**config.mk**
```make
export PLATFORM = sky130hd
export DESIGN_NAME = thermal_video_packet_reassembler
export DESIGN_NICKNAME = d
export VERILOG_FILES = /design/src/rtl/tvpr_pkg.sv /design/src/rtl/tvpr_front.sv /design/src/rtl/tvpr_queue.sv /design/src/rtl/tvpr_back.sv /design/src/rtl/thermal_video_packet_reassembler.sv
export SDC_FILE = /design/constraint.sdc
export NUM_CORES = 1
export LEC_CHECK = 0
export BUFFER_PORTS_ARGS = -buffer_cell sky130_fd_sc_hd__buf_2
export CAP_MARGIN = 20
export CORE_ASPECT_RATIO = 0.75
export CORE_MARGIN = 2
export CORE_UTILIZATION = 25
export CTS_BUF_LIST = sky130_fd_sc_hd__clkbuf_16
export CTS_CLUSTER_DIAMETER = 100
export DETAILED_ROUTE_END_ITERATION = 10
export HOLD_SLACK_MARGIN = 0.05
export PLACE_DENSITY = 0.49
export SLEW_MARGIN = 20
export SYNTH_ARGS = -nofsm -noshare
export SYNTH_HDL_FRONTEND = slang
export SYNTH_HIERARCHICAL = 1
export SYNTH_SLANG_ARGS = --single-unit
```
**constraint.sdc**
```tcl
create_clock -name clk -period 4.55 [get_ports clk]
set_clock_uncertainty 0.05 [all_clocks]
set_input_delay 0.2275 -clock clk [delete_from_list [all_inputs] [get_ports clk]]
set_output_delay 0.2275 -clock clk [all_outputs]
set_load 0.01 [all_outputs]
```
**src/rtl/tvpr_pkg.sv**
```systemverilog
`timescale 1ns / 1ps

package tvpr_pkg;

    // stream geometry
    localparam int PIXELS_PER_LINE   = 80;
    localparam int LINES_PER_SEGMENT = 60;
    localparam int SEGMENT_COUNT     = 4;
    localparam int ERROR_LIMIT       = 255;
    localparam int CHECK_LINE        = 20;
    localparam int HEADER_BYTES      = 4;
    localparam int PACKET_BYTES      = HEADER_BYTES + 2 * PIXELS_PER_LINE;

    // frame buffer geometry (160x120, four segments of 4800 pixels)
    localparam int BUF_PIXELS        = 19200;
    localparam int LINE_PAIR_PIXELS  = 160;
    localparam int HALF_LINE_PIXELS  = 80;
    localparam int SEG_PIXELS        = 4800;
    localparam int BUF_LAST          = BUF_PIXELS - 1;

    localparam int POS_W   = $clog2(PACKET_BYTES);
    localparam int COL_W   = $clog2(PIXELS_PER_LINE);
    localparam int LINE_W  = 6;
    localparam int SEG_W   = 3;
    localparam int SIDX_W  = 2;
    localparam int ERR_W   = 8;
    localparam int ADDR_W  = 15;
    localparam int PIX_W   = 16;
    localparam int QUEUE_DEPTH = 2;

    // register indexes
    localparam logic REG_VERTICAL_ROTATION = 1'b0;
    localparam logic REG_HORIZONTAL_MIRROR = 1'b1;

    typedef enum logic [2:0] {
        ST_OK           = 3'd0,
        ST_DISCARD      = 3'd1,
        ST_LINE         = 3'd2,
        ST_SEG_ZERO     = 3'd3,
        ST_SEG_MISMATCH = 3'd4,
        ST_ZERO_PIXEL   = 3'd5
    } status_t;

    // one classified transaction handed from front to back
    typedef struct packed {
        logic              we;
        logic [COL_W-1:0]  col;
        logic [LINE_W-1:0] line;
        logic [SIDX_W-1:0] seg_idx;
        logic [PIX_W-1:0]  pixel;
        logic              done;
        status_t           status;
        logic              frame_done;
        logic              resync;
    } cmd_t;

    typedef struct packed {
        logic vertical_rotation;
        logic horizontal_mirror;
    } cfg_t;

endpackage

```
**src/rtl/tvpr_front.sv**
```systemverilog
`timescale 1ns / 1ps

module tvpr_front
(
    input  logic                 clk,
    input  logic                 rst_n,
    input  logic                 accept,
    input  logic [7:0]           data_byte,
    output logic                 push,
    output tvpr_pkg::cmd_t       cmd
);
    import tvpr_pkg::*;

    logic [POS_W-1:0]  pos_reg,    pos_next;
    logic [LINE_W-1:0] line_reg,   line_next;
    logic [SEG_W-1:0]  seg_reg,    seg_next;
    logic [ERR_W-1:0]  err_reg,    err_next;
    logic [3:0]        nibble_reg, nibble_next;
    status_t           pend_reg,   pend_next;
    logic [7:0]        hi_reg,     hi_next;

    logic [LINE_W-1:0] line_inc;
    logic [ERR_W-1:0]  err_inc;
    logic [PIX_W-1:0]  pix_val;
    logic [POS_W-1:0]  pix_pos;

    always_ff @(posedge clk or negedge rst_n)
    begin
        if (!rst_n)
        begin
            pos_reg    <= '0;
            line_reg   <= '0;
            seg_reg    <= SEG_W'(1);
            err_reg    <= '0;
            nibble_reg <= '0;
            pend_reg   <= ST_OK;
            hi_reg     <= '0;
        end
        else
        begin
            pos_reg    <= pos_next;
            line_reg   <= line_next;
            seg_reg    <= seg_next;
            err_reg    <= err_next;
            nibble_reg <= nibble_next;
            pend_reg   <= pend_next;
            hi_reg     <= hi_next;
        end
    end

    assign line_inc = line_reg + LINE_W'(1);
    assign err_inc  = err_reg + ERR_W'(1);
    assign pix_val  = {hi_reg, data_byte};
    assign pix_pos  = (pos_reg - POS_W'(HEADER_BYTES)) >> 1;

    always_comb
    begin
        pos_next    = pos_reg;
        line_next   = line_reg;
        seg_next    = seg_reg;
        err_next    = err_reg;
        nibble_next = nibble_reg;
        pend_next   = pend_reg;
        hi_next     = hi_reg;

        cmd         = '0;
        cmd.status  = ST_OK;
        cmd.line    = line_reg;
        cmd.seg_idx = SIDX_W'(seg_reg - SEG_W'(1));

        if (accept)
        begin
            // header and pixel classification
            if (pos_reg == POS_W'(0))
            begin
                nibble_next = data_byte[7:4];
                pend_next   = (data_byte[3:0] == 4'hF) ? ST_DISCARD : ST_OK;
            end
            else if (pos_reg == POS_W'(1))
            begin
                if (pend_reg == ST_OK)
                begin
                    if (data_byte != 8'(line_reg))
                        pend_next = ST_LINE;
                    else if (line_reg == LINE_W'(CHECK_LINE))
                    begin
                        if (nibble_reg == 4'd0)
                            pend_next = ST_SEG_ZERO;
                        else if (nibble_reg != 4'(seg_reg))
                            pend_next = ST_SEG_MISMATCH;
                    end
                end
            end
            else if (pos_reg >= POS_W'(HEADER_BYTES))
            begin
                if (!pos_reg[0])
                    hi_next = data_byte;
                else if (pend_reg == ST_OK)
                begin
                    if (pix_val == '0)
                        pend_next = ST_ZERO_PIXEL;
                    else
                    begin
                        cmd.we    = 1'b1;
                        cmd.col   = COL_W'(pix_pos);
                        cmd.pixel = pix_val;
                    end
                end
            end

            // end of packet bookkeeping
            if (pos_reg == POS_W'(PACKET_BYTES - 1))
            begin
                cmd.done   = 1'b1;
                cmd.status = pend_next;
                pos_next   = '0;
                if (pend_next == ST_OK)
                begin
                    line_next = line_inc;
                    if (line_inc >= LINE_W'(LINES_PER_SEGMENT))
                    begin
                        line_next = '0;
                        err_next  = '0;
                        if (seg_reg >= SEG_W'(SEGMENT_COUNT))
                        begin
                            cmd.frame_done = 1'b1;
                            seg_next       = SEG_W'(1);
                        end
                        else
                            seg_next = seg_reg + SEG_W'(1);
                    end
                end
                else
                begin
                    line_next = '0;
                    err_next  = err_inc;
                    if (err_inc >= ERR_W'(ERROR_LIMIT))
                    begin
                        err_next   = '0;
                        seg_next   = SEG_W'(1);
                        cmd.resync = 1'b1;
                    end
                end
                pend_next = ST_OK;
            end
            else
                pos_next = pos_reg + POS_W'(1);
        end
    end

    assign push = accept && (cmd.we || cmd.done);

endmodule

```
**src/rtl/tvpr_queue.sv**
```systemverilog
`timescale 1ns / 1ps

module tvpr_queue
(
    input  logic             clk,
    input  logic             rst_n,
    input  logic             push,
    input  tvpr_pkg::cmd_t   push_cmd,
    output logic             full,
    input  logic             pop,
    output logic             head_valid,
    output tvpr_pkg::cmd_t   head_cmd
);
    import tvpr_pkg::*;

    localparam int PTR_W = $clog2(QUEUE_DEPTH);
    localparam int CNT_W = $clog2(QUEUE_DEPTH + 1);

    cmd_t              mem_reg [QUEUE_DEPTH];
    logic [PTR_W-1:0]  wr_ptr_reg, wr_ptr_next;
    logic [PTR_W-1:0]  rd_ptr_reg, rd_ptr_next;
    logic [CNT_W-1:0]  count_reg,  count_next;
    logic              do_push, do_pop;

    assign full       = (count_reg == CNT_W'(QUEUE_DEPTH));
    assign head_valid = (count_reg != '0);
    assign head_cmd   = mem_reg[rd_ptr_reg];
    assign do_push    = push && !full;
    assign do_pop     = pop && head_valid;

    always_ff @(posedge clk)
    begin
        if (do_push)
            mem_reg[wr_ptr_reg] <= push_cmd;
    end

    always_comb
    begin
        wr_ptr_next = wr_ptr_reg;
        rd_ptr_next = rd_ptr_reg;
        count_next  = count_reg;
        if (do_push)
            wr_ptr_next = (wr_ptr_reg == PTR_W'(QUEUE_DEPTH - 1)) ? '0
                                                                : wr_ptr_reg + PTR_W'(1);
        if (do_pop)
            rd_ptr_next = (rd_ptr_reg == PTR_W'(QUEUE_DEPTH - 1)) ? '0
                                                                : rd_ptr_reg + PTR_W'(1);
        if (do_push && !do_pop)
            count_next = count_reg + CNT_W'(1);
        else if (do_pop && !do_push)
            count_next = count_reg - CNT_W'(1);
    end

    always_ff @(posedge clk or negedge rst_n)
    begin
        if (!rst_n)
        begin
            wr_ptr_reg <= '0;
            rd_ptr_reg <= '0;
            count_reg  <= '0;
        end
        else
        begin
            wr_ptr_reg <= wr_ptr_next;
            rd_ptr_reg <= rd_ptr_next;
            count_reg  <= count_next;
        end
    end

endmodule

```
**src/rtl/tvpr_back.sv**
```systemverilog
`timescale 1ns / 1ps

module tvpr_back
(
    input  logic                          clk,
    input  logic                          rst_n,
    input  tvpr_pkg::cfg_t                cfg,
    input  logic                          head_valid,
    input  tvpr_pkg::cmd_t                head_cmd,
    output logic                          pop,
    output logic                          out_valid,
    input  logic                          out_stall,
    output logic                          write_enable,
    output logic [tvpr_pkg::ADDR_W-1:0]   write_address,
    output logic [tvpr_pkg::PIX_W-1:0]    pixel_value,
    output logic                          packet_done,
    output logic [2:0]                    packet_status,
    output logic                          frame_done,
    output logic                          resync_request
);
    import tvpr_pkg::*;

    logic              valid_reg;
    logic              we_reg;
    logic [ADDR_W-1:0] addr_reg;
    logic [PIX_W-1:0]  pix_reg;
    logic              done_reg;
    status_t           status_reg;
    logic              fd_reg;
    logic              rs_reg;

    logic [COL_W-1:0]  col;
    logic              half;
    logic [ADDR_W-1:0] seg_base;
    logic [ADDR_W-1:0] offset;
    logic [ADDR_W-1:0] addr_next;

    // buffer address for this pixel
    always_comb
    begin
        col  = cfg.horizontal_mirror ? COL_W'(PIXELS_PER_LINE - 1) - head_cmd.col
                                     : head_cmd.col;
        half = head_cmd.line[0];
        if (!cfg.vertical_rotation && cfg.horizontal_mirror)
            half = !half;
        seg_base = ADDR_W'(head_cmd.seg_idx) * ADDR_W'(SEG_PIXELS);
        offset   = ADDR_W'(head_cmd.line >> 1) * ADDR_W'(LINE_PAIR_PIXELS)
                 + (half ? ADDR_W'(HALF_LINE_PIXELS) : ADDR_W'(0))
                 + ADDR_W'(col);
        if (!head_cmd.we)
            addr_next = '0;
        else if (cfg.vertical_rotation)
            addr_next = seg_base + offset;
        else
            addr_next = ADDR_W'(BUF_LAST) - seg_base - offset;
    end

    assign pop = head_valid && (!valid_reg || !out_stall);

    always_ff @(posedge clk or negedge rst_n)
    begin
        if (!rst_n)
            valid_reg <= 1'b0;
        else if (!valid_reg || !out_stall)
            valid_reg <= head_valid;
    end

    always_ff @(posedge clk)
    begin
        if (pop)
        begin
            we_reg     <= head_cmd.we;
            addr_reg   <= addr_next;
            pix_reg    <= head_cmd.pixel;
            done_reg   <= head_cmd.done;
            status_reg <= head_cmd.status;
            fd_reg     <= head_cmd.frame_done;
            rs_reg     <= head_cmd.resync;
        end
    end

    assign out_valid      = valid_reg;
    assign write_enable   = we_reg;
    assign write_address  = addr_reg;
    assign pixel_value    = pix_reg;
    assign packet_done    = done_reg;
    assign packet_status  = status_reg;
    assign frame_done     = fd_reg;
    assign resync_request = rs_reg;

endmodule

```
**src/rtl/thermal_video_packet_reassembler.sv**
```systemverilog
`timescale 1ns / 1ps

// segmented thermal video packet reassembler: takes the link one byte per
// transaction, at a sustained rate of one byte per clock while in_stall is
// low. each 164-byte packet (id, ignored crc, 80 big-endian pixels) is
// checked for discard code, line number and, at line 20, segment number;
// nonzero pixels of a good packet come out as frame buffer writes at a
// 160x120 address set by the rotation and mirror registers, and the last
// byte of every packet yields a transaction carrying packet_done and the
// packet status. a byte that neither writes a pixel nor ends a packet yields
// nothing. the front end classifies the byte combinationally and writes the
// transaction into a two-entry queue at the edge that takes the byte; from
// the queue head it moves into the output register once that register is
// empty or not stalled. the queue lets the input keep flowing while fewer
// than two results wait in it behind a stalled output; a longer output stall
// backs up into in_stall. configuration writes must only happen while idle.
module thermal_video_packet_reassembler
(
    input  logic                          clk,
    input  logic                          rst_n,

    // configuration write port
    input  logic                          cfg_write,
    input  logic                          cfg_index,
    input  logic                          cfg_data,

    // byte input channel
    input  logic                          in_valid,
    output logic                          in_stall,
    input  logic [7:0]                    data_byte,

    // result channel
    output logic                          out_valid,
    input  logic                          out_stall,
    output logic                          write_enable,
    output logic [tvpr_pkg::ADDR_W-1:0]   write_address,
    output logic [tvpr_pkg::PIX_W-1:0]    pixel_value,
    output logic                          packet_done,
    output logic [2:0]                    packet_status,
    output logic                          frame_done,
    output logic                          resync_request
);
    import tvpr_pkg::*;

    cfg_t  cfg_reg;
    logic  accept;
    logic  push;
    cmd_t  push_cmd;
    logic  q_full;
    logic  q_valid;
    cmd_t  q_cmd;
    logic  pop;

    // mode registers, only bit 0 of the data matters
    always_ff @(posedge clk or negedge rst_n)
    begin
        if (!rst_n)
            cfg_reg <= '0;
        else if (cfg_write)
        begin
            unique case (cfg_index)
                REG_VERTICAL_ROTATION: cfg_reg.vertical_rotation <= cfg_data;
                REG_HORIZONTAL_MIRROR: cfg_reg.horizontal_mirror <= cfg_data;
                default:               cfg_reg <= cfg_reg;
            endcase
        end
    end

    // front end takes a byte whenever the queue has room
    assign in_stall = q_full;
    assign accept   = in_valid && !q_full;

    tvpr_front u_front
    (
        .clk       (clk),
        .rst_n     (rst_n),
        .accept    (accept),
        .data_byte (data_byte),
        .push      (push),
        .cmd       (push_cmd)
    );

    tvpr_queue u_queue
    (
        .clk        (clk),
        .rst_n      (rst_n),
        .push       (push),
        .push_cmd   (push_cmd),
        .full       (q_full),
        .pop        (pop),
        .head_valid (q_valid),
        .head_cmd   (q_cmd)
    );

    // back end forms the buffer address and holds the output transaction
    tvpr_back u_back
    (
        .clk            (clk),
        .rst_n          (rst_n),
        .cfg            (cfg_reg),
        .head_valid     (q_valid),
        .head_cmd       (q_cmd),
        .pop            (pop),
        .out_valid      (out_valid),
        .out_stall      (out_stall),
        .write_enable   (write_enable),
        .write_address  (write_address),
        .pixel_value    (pixel_value),
        .packet_done    (packet_done),
        .packet_status  (packet_status),
        .frame_done     (frame_done),
        .resync_request (resync_request)
    );

endmodule
```
==> results.toml, run 1 <==
[critical_path]
worst-setup-path-type = "reg -> reg"
r2r-end = "u_back/write_address[12]"
worstSetupStartpointType = "flip-flop"
reg2reg_from = "u_queue/rd_ptr_reg"
reg2regPathDepth = 20
cpLargestDelayFamily = "adder cells"
end_kind = "flip-flop"
crit_required_ps = 4680
path_cells = "mux2_4 -> inv_4 -> ha_4 -> nand2_4 -> xor2_2 -> fa_1 -> inv_1 -> ha_1 -> a21o_1 -> a21oi_2 -> xnor2_1 -> ha_2 -> inv_2 -> fa_2 -> buf_4 -> nor2b_2 -> nor3_1 -> a221oi_2 -> mux2i_1 -> or2_1"
path_buf_inv = 4
critical_path.max_fanout = 5
max_stage_delay_ps = 600
regToRegSetupSlack_ps = -20
crit_arrival_ps = 4690
critPathSlowestCell = "fa_2"

[clock_tree]
ctsHtreeMaxLevel = 4
clkTransAtPathRegs_ps = 60
insertion_delay_ps = 430
cts_tree = "yes"
cts_root_buf = "clkbuf_16"
cts.path.max_buffers = 2
cts_buffers = 17
cts.sinks = 161

[logic_synthesis]
synth.avg_cell_area_um2 = 12.17
ys_types = 83
syn_nets = 809
netlist_area_um2 = 8917
ys_warn_count = 6
ys_ff_latch = 161
synthCells = 733
synthFlopType = "edfxtp_1"
synth_edf_count = 114
ys_seq_area_share_pct = 51.59
synthArstFlopShare_pct = 29.19

[place]
gp_congestion = 0.7958
dp_hpwl_mm = 13.90
portBuffers = 54
pre_cts_slack_ps = -110.3

[global_route]
track_usage_pct = 10.96
grt_pass1_wl_mm = 32.07
grt_max_degree = 48
antenna_found_initial = 0
grt_overflow = 0
grt_pass1_vias = 5760

[floorplan]
die_y_um = 167.6
dieArea_um2 = 37210
initial_core_util_pct = 25.54
fp.coreArea_um2 = 34920
rows = 59
fp.dieW_um = 222.1
io-pin-count = 55

[cells_and_area]
syn2layout_area_growth_pct = 21.16
antenna_cells = 0
fin_nets = 911
largest_reg_flops = 76
drive_gt1_share_pct = 29.25

[sta]
finalWorstSetupSlack_ps = -17.33
setup_violations = 2
maxSlewViolCount = 0
relSlewSlack_pct = 49.07
fmax_mhz = 218.9
hold_viol_final = 0
period_minus_slack_ps = 4567
rsz0062_at_grt = "true"
fin_crit_sh_pct = 100.4
tightest_slew_ps = 763.9

[drt]
wl_per_cell_um = 15.01
vias_per_cell = 4.452
wirelength_mm = 19.59
antenna_left = 0
drc = 0
drt_iter0_drc = 366
first_pass_iters = 5
vias = 5810

[worst_hold_path]
hp-class = "in -> reg"
min_from = "cfg_index"
hold_depth = 3
min_to = "cfg_reg[0]"

[run]
drv_cap = 0

[run_status]
violations = "setup timing"
outcome = "finished with violations"
[placed cells by master (no fill, tap or decap), drive strengths merged, types with 7 or more instances in the layout]
cell,instances
nor4,7
inv,55
or3,9
o21ai,18
o2bb2ai,7
nor3,17
mux2,53
and3,9
clkbuf,17
xnor2,25
nand4,7
and2,19
edfxtp,114
nand2b,10
a21o,10
buf,103
nand3,17
nand2,37
xor2,21
clkinv,8
or2,9
ha,56
a22o,7
nor2b,15
a21oi,20
nor2,43
dfrtp,46
o22ai,7
[Yosys cell counts, types with 5 or more instances]
library cell	n	area (um2)
a211oi_1	5	37.54
nor4_1	7	43.79
nand4_1	7	43.79
nor2_1	43	161.4
nand3_1	17	85.08
fa_1	5	100.1
buf_6	6	67.56
mux2_2	42	473.0
o21ai_0	14	70.07
a31oi_1	5	31.28
or2_2	7	43.79
mux2_4	11	165.2
o21a_1	5	37.54
clkbuf_1	9	33.78
a21oi_1	20	100.1
dfrtp_1	46	1151
a21o_1	10	75.07
nor3_1	16	80.08
xnor2_1	23	201.4
nand2_1	36	135.1
ha_1	56	700.7
nor2b_1	15	93.84
or3_1	9	56.30
o2bb2ai_1	7	61.31
inv_1	51	191.4
and3_1	8	50.05
xor2_1	20	175.2
o22ai_1	7	43.79
and2_1	19	118.9
edfxtp_1	114	3423
a22o_1	7	61.31
nand2b_1	10	62.56
[stage by stage]
stage / cells / setup TNS, ps / hold WS [ps] / area (um2) / utilization [%]
finish: 1305 / -21.51 / 76.44 / 10800 / 30.94
global route: 1305 / -764.8 / 72.08 / 10800 / 30.94
CTS: 1299 / -54.70 / 55.77 / 10600 / 30.36
detailed placement: 1261 / -389.9 / 366.0 / 9951 / 28.50
global placement: 1261 / -80.14 / 367.8 / 9951 / 28.50
floorplan: 733 / 0 / -118.1 / 8935 / -
[how the worst max path moves through the flow]
stage | from | endpoint | cells past startpoint
CTS | u_queue/rd_ptr_reg | u_back/write_address[14] | 18
detailed placement | u_queue/rd_ptr_reg | u_back/write_address[10] | 19
floorplan | u_queue/rd_ptr_reg | u_back/write_address[14] | 19
global route | u_queue/rd_ptr_reg | u_back/write_address[12] | 19
global placement | u_queue/rd_ptr_reg | u_back/write_address[10] | 19
finish | u_queue/rd_ptr_reg | u_back/write_address[12] | 20
[metal layers]
layer	vias up	global-route usage, %	wire, um
li1	2886	-	-
met1	2821	15.51	10090
met2	93	16.89	8679
met3	10	2.685	669
met4	0	2.468	148
met5	-	0	0
[tightest hold or removal path: stages]
cell,delay (ps)
buf_2,100
nand2_1,50
mux2_2,140
[cell type report]
type / instances / area, um2
clock buffer: 17 / 425.4
clock inverter: 15 / 121.4
fill: 3557 / 24110
inverter: 52 / 197.7
multi-input combinational: 497 / 4194
sequential: 161 / 4602
tap: 457 / 571.8
timing repair buffer: 106 / 691.9
[logic make-up after synthesis]
logic type               share of synthesized area, %
AND/OR/NAND/NOR                                 13.03
flip-flops                                      51.59
AO/OA/AOI/OAI                                   9.710
buffers and inverters                           3.971
adder cells (fa/ha/maj)                         8.980
multiplexers                                    7.605
XOR/XNOR                                        5.023
other                                         0.08422
[repair_timing]
item,in CTS,in global routing
setup buffers,3,6
hold buffers,3,0
cloned,0,0
pin swaps,16,20
hold endpoints to repair,49,0
endpoints found under the setup margin,4,6
resized for setup,17,32
Power of run 1 is left out: the tool's default activity adds up to more than one toggle a clock period on the data nets, which glitch-free logic cannot reach.
==> run 2: changes to the inputs <==
Settings changed: BUFFER_PORTS_ARGS -buffer_cell sky130_fd_sc_hd__buf_2 to not set, DONT_BUFFER_PORTS set to 1, PLACE_DENSITY 0.49 to 0.48.
==> results.toml, run 2 (same netlist as run 1, synthesis figures left out) <==
[sta]
relSlewSlack_pct = 47.58
tightest_slew_ps = 783.9
rsz0062_at_grt = "true"
period_minus_slack_ps = 4541
fin_crit_sh_pct = 99.81
hold_viol_final = 0
setup_violations = 0
fmax_mhz = 220.2
maxSlewViolCount = 0
fin_setup_tns_ps = 0
holdWs_ps = 262.1

[critical_path]
critPathSlowestCell = "fa_2"
worst-setup-path-type = "reg -> reg"
critical_path.max_fanout = 4
path_buf_inv = 3
cpLargestDelayFamily = "adder cells"
worstSetupStartpointType = "flip-flop"
path_cells = "mux2_4 -> inv_4 -> ha_4 -> nand2_4 -> xor2_2 -> fa_1 -> inv_1 -> ha_1 -> a21o_1 -> a21oi_2 -> xnor2_1 -> ha_2 -> inv_2 -> fa_2 -> nor2b_4 -> a221o_1 -> or3_4 -> a211oi_2"
end_kind = "flip-flop"
crit_required_ps = 4770
crit_arrival_ps = 4760
max_stage_delay_ps = 610

[place]
dp_hpwl_mm = 14.08
portBuffers = 0
dpl_cell_area_um2 = 9661
gp_congestion = 0.7758

[drt]
wirelength_mm = 20.19
first_pass_iters = 5
antenna_left = 0
wl_per_cell_um = 16.01
vias = 5736
vias_per_cell = 4.549
drc = 0
drt_iter0_drc = 342

[floorplan]
io-pin-count = 55
fp.dieW_um = 222.1
fp.coreArea_um2 = 34920
rows = 59
die_y_um = 167.6
dieArea_um2 = 37210
initial_core_util_pct = 25.54

[clock_tree]
cts.path.max_buffers = 2
cts_tree = "yes"
cts_buffers = 17
cts.sinks = 161
ctsHtreeMaxLevel = 4
clkTransAtPathRegs_ps = 70
cts_root_buf = "clkbuf_16"
insertion_delay_ps = 430

[cells_and_area]
fin_nets = 867
largest_reg_flops = 76
final_cell_mix = "edfxtp_1, ha_1, inv_1"
finalInstanceArea_um2 = 10690
antenna_cells = 0
final_common_cell = "edfxtp_1"
syn2layout_area_growth_pct = 19.85
drive_gt1_share_pct = 24.63
finalCoreUtilization_pct = 30.61

[global_route]
grt_overflow = 0
grt_pass1_wl_mm = 32.57
grt_max_degree = 48
grt_pass1_vias = 5658
antenna_found_initial = 0
track_usage_pct = 11.30

[run]
drv_cap = 0

[worst_hold_path]
hp-class = "in -> async"

[run_status]
outcome = "finished clean"
run 2: cell count changes in the layout (fill, tap and decap cells not counted), sizes merged:
cell | before | now
buf | 103 | 48
bufinv | 1 | 2
clkinv | 8 | 7
clkinvlp | 3 | 1
dlygate4sd3 | 3 | 14
inv | 55 | 57
run 2: repair_timing:
item | CTS | global route
resized for setup | 14 | 41
pin swaps | 13 | 22
endpoints found under the hold margin | 79 | 0
gates cloned | 0 | 0
hold buffers | 15 | 0
buffers inserted | 3 | 5
setup endpoints to repair | 5 | 6
run 2: per-layer routing:
metal,wire length (um),global-route usage [%],vias to the layer above
met5,0,0,-
met4,136,2.820,0
met3,708,3.071,8
met2,8546,16.03,82
met1,10800,16.78,2854
li1,-,-,2792
run 2: layout make-up:
cell class / count / area (um2)
flip-flops and latches: 161 / 4602
clock buffers: 17 / 425.4
well taps: 457 / 571.8
multi-input cells: 497 / 4199
inverters: 52 / 197.7
fillers: 3533 / 24230
repair buffers: 62 / 531.8
clock inverters: 15 / 160.2
run 2: worst paths after layout:
path                                             to                 start  slack [ps]  depth (start not counted)
min                              u_front/err_reg[3]                 rst_n         260                          2
min reg2reg                    u_queue/count_reg[1]  u_queue/count_reg[1]         440                          1
min in group clk                u_front/pend_reg[0]          data_byte[3]         280                          3
max                        u_back/write_address[14]    u_queue/rd_ptr_reg           9                         18
max in group asynchronous        u_front/seg_reg[0]                 rst_n        3880                          2
max reg2reg                u_back/write_address[14]    u_queue/rd_ptr_reg           9                         18
run 2: per-stage QoR:
stage	std cells	setup slack, ps
floorplan	733	12.11
global placement	1206	-105.8
detailed placement	1206	-121.1
CTS	1256	-13.14
global route	1261	-168.7
finish	1261	8.543
Power of run 2 is left out for the same reason.
==> run 3: changes to the inputs <==
--- a/constraint.sdc
+++ b/constraint.sdc
@@ -4,2 +4,2 @@
 set_output_delay 0.2275 -clock clk [all_outputs]
-set_load 0.01 [all_outputs]
+set_load 0.1 [all_outputs]
==> results.toml, run 3 (same netlist as run 1, synthesis figures left out) <==
[sta]
maxSlewViolCount = 0
fin_crit_sh_pct = 99.26
fmax_mhz = 221.4
setup_violations = 0
rsz0062_at_grt = "true"
tightest_slew_ps = 984.6
period_minus_slack_ps = 4516
hold_viol_final = 0
holdWs_ps = 250.3
relSlewSlack_pct = 34.36
fin_setup_tns_ps = 0

[floorplan]
rows = 59
initial_core_util_pct = 25.54
die_y_um = 167.6
fp.dieW_um = 222.1
io-pin-count = 55
dieArea_um2 = 37210
fp.coreArea_um2 = 34920

[critical_path]
worst-setup-path-type = "reg -> reg"
path_cells = "mux2_4 -> inv_4 -> ha_4 -> nand2_4 -> xor2_2 -> fa_1 -> inv_1 -> ha_1 -> a21o_1 -> a21oi_2 -> xnor2_1 -> ha_2 -> inv_2 -> fa_2 -> inv_2 -> a221o_1 -> or3_1 -> a211oi_2"
crit_required_ps = 4780
end_kind = "flip-flop"
worstSetupStartpointType = "flip-flop"
critPathSlowestCell = "fa_2"
crit_arrival_ps = 4740
path_buf_inv = 4
critical_path.max_fanout = 5
cpLargestDelayFamily = "adder cells"
crit_top_cell = "inv_2"
max_stage_delay_ps = 570

[clock_tree]
cts_buffers = 17
cts_tree = "yes"
clkTransAtPathRegs_ps = 70
insertion_delay_ps = 420
cts_root_buf = "clkbuf_16"
ctsHtreeMaxLevel = 4
cts.path.max_buffers = 2
cts.sinks = 161

[drt]
drt_iter0_drc = 334
vias = 5677
wl_per_cell_um = 15.94
wirelength_mm = 19.95
drc = 0
antenna_left = 0
first_pass_iters = 5
vias_per_cell = 4.538

[place]
portBuffers = 0
dp_hpwl_mm = 13.91
numPlacedInstances = 1197
gp_congestion = 0.7847

[global_route]
grt_pass1_vias = 5579
grt_max_degree = 48
grt_overflow = 0
track_usage_pct = 11.02
grt_pass1_wl_mm = 32.02
antenna_found_initial = 1

[cells_and_area]
multi_input_area_um2 = 4161
seqCellArea_um2 = 4602
final_cells = 1251
final_common_cell = "edfxtp_1"
final.fill_count = 3513
drive_gt1_share_pct = 22.95
final_cell_mix = "edfxtp_1, ha_1, inv_1"
finalCoreUtilization_pct = 30.27
largest_reg_flops = 76
fin_nets = 856
syn2layout_area_growth_pct = 18.52

[run_status]
outcome = "finished clean"

[run]
drv_cap = 0

[worst_hold_path]
hp-class = "in -> reg"
-- run 3: worst min-delay path: cells and delay by family --
| kind | cells | cell delay [ps] |
|---|---|---|
| compound gates | 2 | 270 |
| simple gates | 1 | 180 |
-- run 3: final timing paths --
| check | to | cells past startpoint | startpoint | slack [ps] |
|---|---|---|---|---|
| worst min-delay path | u_front/pend_reg[0] | 3 | data_byte[3] | 250 |
| worst max-delay path | u_back/write_address[14] | 18 | u_queue/rd_ptr_reg | 30 |
| worst max register to register | u_back/write_address[14] | 18 | u_queue/rd_ptr_reg | 30 |
| min in group asynchronous | u_front/err_reg[1] | 2 | rst_n | 270 |
| max in group asynchronous | u_front/seg_reg[0] | 2 | rst_n | 3870 |
| worst min register to register | u_queue/count_reg[1] | 1 | u_queue/count_reg[1] | 440 |
-- run 3: final cells by class --
| cell class | instances | share of cell area [%] |
|---|---|---|
| Antenna cell | 1 | 0.02368 |
| Clock inverter | 15 | 1.302 |
| Timing Repair Buffer | 51 | 4.451 |
| Clock buffer | 17 | 4.025 |
| Tap cell | 457 | 5.410 |
| Multi-Input combinational cell | 497 | 39.37 |
| Sequential cell | 161 | 43.54 |
| Inverter | 52 | 1.870 |
-- run 3: timing repair --
item	CTS	global route
gates resized for setup	11	37
pin swaps	14	20
hold buffers	15	0
setup buffers	4	3
setup endpoints to repair	4	6
hold endpoints to repair	78	0
-- run 3: layer usage --
| metal | vias up | track usage [%] | wire [um] |
|---|---|---|---|
| met5 | - | 0 | 0 |
| met4 | 0 | 2.585 | 108 |
| met3 | 8 | 3.299 | 899 |
| met2 | 100 | 15.76 | 8536 |
| met1 | 2800 | 16.17 | 10400 |
| li1 | 2769 | - | - |
-- run 3: per-stage QoR --
step                setup slack, ps  area (um2)
floorplan                     12.11        8935
global placement             -232.1        9605
detailed placement           -176.5        9605
CTS                           5.346       10430
global route                 -216.0       10570
finish                        33.54       10570
Power of run 3 is left out for the same reason.
